`src/hw/rtl/seeprom_pkg.sv`:
```
// Package with the shared types, constants and helpers of the serial EEPROM command unit.
`timescale 1ns / 1ps
package seeprom_pkg;

  localparam int unsigned LINE_COUNT = 256;
  localparam int unsigned LINE_AW    = $clog2(LINE_COUNT);
  localparam int unsigned LINE_W     = 64;
  localparam int unsigned APB_AW     = 3;
  localparam int unsigned APB_DW     = 32;

  localparam logic [7:0] CMD_CHECK = 8'h00;
  localparam logic [7:0] CMD_READ  = 8'h04;
  localparam logic [7:0] CMD_WRITE = 8'h05;

  localparam logic [7:0] STAT_NO_DEV   = 8'h80;
  localparam logic [7:0] STAT_LEN_ERR  = 8'h40;
  localparam logic [7:0] TYPE_4K       = 8'h80;
  localparam logic [7:0] TYPE_16K      = 8'hC0;
  localparam logic [7:0] CHECK_RX_LEN  = 8'h03;

  localparam logic [APB_AW-3:0] REG_SAVE_KIND = '0;

  typedef enum logic [1:0] {
    KIND_AUTO = 2'd0,
    KIND_4K   = 2'd1,
    KIND_16K  = 2'd2,
    KIND_NONE = 2'd3
  } save_kind_e;

  typedef struct packed {
    logic [7:0]        cmd;
    logic [7:0]        rx_len;
    logic [7:0]        blk;
    logic [LINE_W-1:0] write_data;
  } item_t;

  typedef struct packed {
    logic [7:0]        status;
    logic [7:0]        reply0;
    logic [LINE_W-1:0] payload;
  } result_t;

  typedef struct packed {
    logic              rd;
    logic              wr;
    logic [7:0]        blk;
    logic [LINE_W-1:0] wdata;
  } store_req_t;

  function automatic logic [LINE_AW-1:0] line_of(logic [7:0] blk);
    logic [9:0] v;
    v = {2'b00, blk};
    if (v >= 10'(2 * LINE_COUNT)) v = v - 10'(2 * LINE_COUNT);
    if (v >= 10'(LINE_COUNT)) v = v - 10'(LINE_COUNT);
    return v[LINE_AW-1:0];
  endfunction

endpackage

```
`src/hw/rtl/seeprom_reply.sv`:
```
// Reply formatter: builds the result of one command from the item, the setting and the read line.
`timescale 1ns / 1ps
module seeprom_reply (
  input  seeprom_pkg::item_t              item_i,
  input  seeprom_pkg::save_kind_e         save_kind_i,
  input  logic [seeprom_pkg::LINE_W-1:0]  rd_line_i,
  output seeprom_pkg::result_t            result_o
);
  import seeprom_pkg::*;

  logic [7:0] type_byte;
  logic       no_dev;
  logic [7:0] stat_err;
  logic [1:0] n;

  always_comb begin
    case (save_kind_i)
      KIND_16K: type_byte = TYPE_16K;
      default:  type_byte = TYPE_4K;
    endcase
    no_dev   = (save_kind_i == KIND_NONE);
    stat_err = item_i.rx_len | STAT_LEN_ERR;
    n        = stat_err[1:0];

    result_o.status  = item_i.rx_len;
    result_o.reply0  = item_i.blk;
    result_o.payload = item_i.write_data;

    case (item_i.cmd)
      CMD_CHECK: begin
        if (no_dev) begin
          result_o.status = item_i.rx_len | STAT_NO_DEV;
        end else if (item_i.rx_len != CHECK_RX_LEN) begin
          result_o.status = stat_err;
          if (n > 2'd0) result_o.reply0 = '0;
          if (n > 2'd1) result_o.payload[63:56] = type_byte;
          if (n > 2'd2) result_o.payload[55:48] = '0;
        end else begin
          result_o.reply0         = '0;
          result_o.payload[63:48] = {type_byte, 8'h00};
        end
      end
      CMD_READ: begin
        result_o.payload = rd_line_i;
      end
      default: begin
      end
    endcase
  end

endmodule

```
`config.mk`:
```
export PLATFORM = sky130hd
export DESIGN_NAME = seeprom_reply
export DESIGN_NICKNAME = d
export VERILOG_FILES = /design/src/hw/rtl/seeprom_pkg.sv /design/src/hw/rtl/seeprom_reply.sv
export SDC_FILE = /design/constraint.sdc
export NUM_CORES = 1
export LEC_CHECK = 0
export BUFFER_PORTS_ARGS = -buffer_cell sky130_fd_sc_hd__buf_4
export CORE_AREA = 2 2 90 92
export DETAILED_ROUTE_END_ITERATION = 8
export DIE_AREA = 0 0 92 94
export PLACE_DENSITY = 0.53
export SYNTH_ARGS = -nofsm -noshare
export SYNTH_HDL_FRONTEND = slang
export SYNTH_SLANG_ARGS = --single-unit
export TNS_END_PERCENT = 20
```
`constraint.sdc`:
```
create_clock -name vclk -period 5.1
set_input_delay 0.255 -clock vclk [all_inputs]
set_output_delay 0.255 -clock vclk [all_outputs]
set_load 0.01 [all_outputs]
```
# [After elaboration in Yosys (flattened, before gate mapping)]
# Cells that the tools add are included.
[op_classes] add_sub_neg=0 multipliers=0 div_mod_pow=0 order_cmp=3 n_eq_ne=4 shift=0 muxes=11 n_bitwise=0 reduce_logical=1
[ops] op="$mux 24" count=2
[ops] op="$mux 48" count=1
[ops] op="$mux 8" count=4
[ops] op="$pmux 16 s2" count=1
[ops] op="$mux 16" count=1
[ops] op="$mux 7" count=2
[ops] op="$eq 8x3->1 const B" count=1
[ops] op="$logic_not 8->1" count=1
[ops] op="$ne 8x2->1 const B" count=1
[ops] op="$eq 2x2->1 const B" count=2
[ops] op="$gt 2x1->1 const B" count=2
[ops] op="$gt 2x2->1 const B" count=1
[totals] reg_bits=0 latch_bits=0 ram_bits=0 rom_bits=0 inputBits=154 word_cells=19 memories=0

# [Depth between registers and ports, before layout]
[logic_depth] word_depth=6 depth_mapped=6

# [Least setup slack after synthesis]
# Ideal clock, no wire load.
[synth_timing] path_kind="input to output" startpoint="input port item_i[87] (netlist name)" endpoint="output port result_o[42] (netlist name)" arrival_time_ns=1.888 required_time_ns=4.845 path_slack_ns=2.957 path_stages=6 path_buffers=2 path_cell_list="or4_4 nor4_4 and2_4 buf_12 buf_8 mux2_1"
[synth_lines] item="start: declaration" line_no="seeprom_reply.sv:4" rtl="input seeprom_pkg::item_t item_i,"
[synth_lines] item="end: declaration" line_no="seeprom_reply.sv:7" rtl="output seeprom_pkg::result_t result_o"

==> results.tsv <==
metric	value	unit
outcome	complete, no violations	
class of the most critical setup path	in -> out	
Tcrit/Tclk final	0.5849	
number of placement rows	32	
setup violators final	0	
RSZ-0062 raised after global routing	false	
seq_cells	0	
number of cells after detailed placement	431	
logic gate share of total power	1.000	
number of distinct library cell variants in the gate-level netlist after synthesis	23	
Startpoint Class	input pin	
# DRC	0	
height of the die	94	um
count of yosys warnings during synthesis	0	
net switching power of the design	0.06274	mW
initial antenna violation count	0	
WP data arrival	2.73	ns
ordered list of cells on the worst path	buf_4, or4_4, nor4_4, and2_4, mux2_2, buf_4	
Flop pwr share	0	
Mapped Area	1190	um2
leak pwr	1.589	nW
number of buffers added on ports	234	
worst path bufs/invs	2	
CTS hold repair buffers	0	
Synth area leader	mux2_4	
worst vdd rail ir drop	25.70	uV
global route overflow	0	
global placement routability congestion	0.8163	
Routed Wire Length	5954	um
share of final-layout standard cells stronger than drive strength 1	0.8541	
crit path setup slack, layout	2.117	ns
maximum number of pins on one net before global-route repair	64	
count of placed standard cells in the final layout, fillers left out	431	
half-perimeter wire length of the detailed placement result	5165	um
vias per cell	4.097	
end of the worst hold path	result_o[74]	
CP max stage cell	and2_4	
clock buffer instance count of the final layout	0	
Top-Level Pins	234	
die outline width	92	um
Int Power	0.1456	mW
Max transition margin	0.3304	
via count of the first global-routing pass	1741	
detailed-route wire length per cell	13.81	um
wire length of the first global-routing pass	8769	um
Tightest Pin Transition	1.004	ns
Crit. End Element	primary output	
area of the die	8648	um2
Mapped Nets	262	
Cell Pwr Density	71.70	nW/um2
class of the worst hold path	in -> out	
worst slack at placement	2.095	ns
highest clock frequency the design can meet	335.2	MHz
synth cell count leaders	mux2_4, a22o_1, and2_1	
max_cap viols	0	
count of antenna diodes in the layout	0	
number of cells traversed by the worst hold path	2	
1st-iter DRT viols	16	
post-synthesis cell count	108	
vias after detailed routing	1766	
Post-CTS Setup Bufs	0	
largest cells by area after synthesis	mux2_4, a22o_1, buf_12, mux2_1, buf_4	
layout filler cell count	784	
Worst Min Path Start	item_i[74]	
Layout area overhead	144.3	%
placeable core area	7607	um2
quantity of gates resized following cts	0	
Reg area	0	um2
switch share	0.3011	
post-route minimum period	2.983	ns
number of iterations in the first detailed-routing pass	4	
Final Hold Vio Count	0	
effective utilization at floorplan	0.1564	
most used standard cell by instance count after synthesis	mux2_4	
proportion of synthesized chip area in sequential cells	0	
Antenna Violating Nets Remaining	0	
crit-path max FO	63	
CP Data Required Time	4.85	ns
share of the synthesized area in the top cell type	0.5047	
fin nets	485	
Worst path max stage delay	0.84	ns
All-Layer GR Usage	0.1216	
number of slew-limit violations in the final report	0	
most used cell, CP	buf_4	
Largest delay share family, worst path	simple AND/OR/NAND/NOR gates	
Total Negative Setup Slacks	0	ns
clock power share	0	
average instance area after synthesis	11.02	um2
-- cell usage in the layout, fill, tap and decap left out --
cell / synthesis / layout
nor4_4: 1 / 1
a22o_1: 14 / 14
a31oi_1: 1 / 1
o21ai_1: 2 / 2
a41o_1: 1 / 1
nor2_1: 2 / 2
inv_1: 4 / 4
a21oi_1: 3 / 3
o221ai_1: 1 / 1
mux2_1: 5 / 5
nand2_1: 3 / 3
and2_4: 1 / 1
mux2_2: 3 / 3
a31o_2: 1 / 1
mux2_4: 40 / 40
nor3_1: 2 / 2
buf_4: 7 / 234
and2_1: 8 / 8
a22oi_1: 1 / 1
or4_4: 1 / 1
o211ai_1: 1 / 1
-- metal layers --
layer,track usage,vias up,routed length (um)
li1,-,854,-
met1,0.1339,789,2066
met2,0.2488,123,3241
met3,0.02729,0,646
met4,0.001244,0,0
met5,0,-,0
-- through the flow --
step / hold WS (ns) / utilization / power, mW / cell area (um2)
floorplan: 0.6018 / - / 0.06609 / 1190
global placement: 0.7000 / 0.3821 / 0.2080 / 2907
detailed placement: 0.7006 / 0.3821 / 0.2103 / 2907
CTS: 0.7006 / 0.3821 / 0.2111 / 2907
global route: 0.7040 / 0.3821 / 0.2231 / 2907
finish: 0.7002 / 0.3821 / 0.2084 / 2907
-- worst max path at each step --
stage / from / end / slack (ns) / cells past startpoint
6_report: item_i[87] / result_o[1] / 2.12 / 6
2_1_floorplan: item_i[87] / result_o[42] / 2.96 / 6
3_5_place_dp: item_i[87] / result_o[1] / 2.10 / 6
3_3_place_gp: item_i[87] / result_o[1] / 2.14 / 6
4_1_cts: item_i[87] / result_o[1] / 2.10 / 6
5_1_grt: item_i[87] / result_o[1] / 1.98 / 6
-- layout make-up --
type	count	area, um2	share of cell area
inverters	4	15.01	0.005166
multi-input cells	91	1007	0.3465
well taps	102	127.6	0.04391
repair buffers	234	1757	0.6044
-- power by group through the flow --
stage               sequential, mW  clock [mW]  combinational [mW]
detailed placement               0           0               0.210
global placement                 0           0               0.208
floorplan                        0           0              0.0661
CTS                              0           0               0.211
global route                     0           0               0.223
finish                           0           0               0.208
-- logic make-up after synthesis --
| logic type | count (synthesis) | share of synthesized area |
|---|---|---|
| simple gates | 18 | 0.1010 |
| mux | 48 | 0.5804 |
| compound gates | 25 | 0.1651 |
| buf+inv | 17 | 0.1535 |
Power figures use the tool's default switching activity.
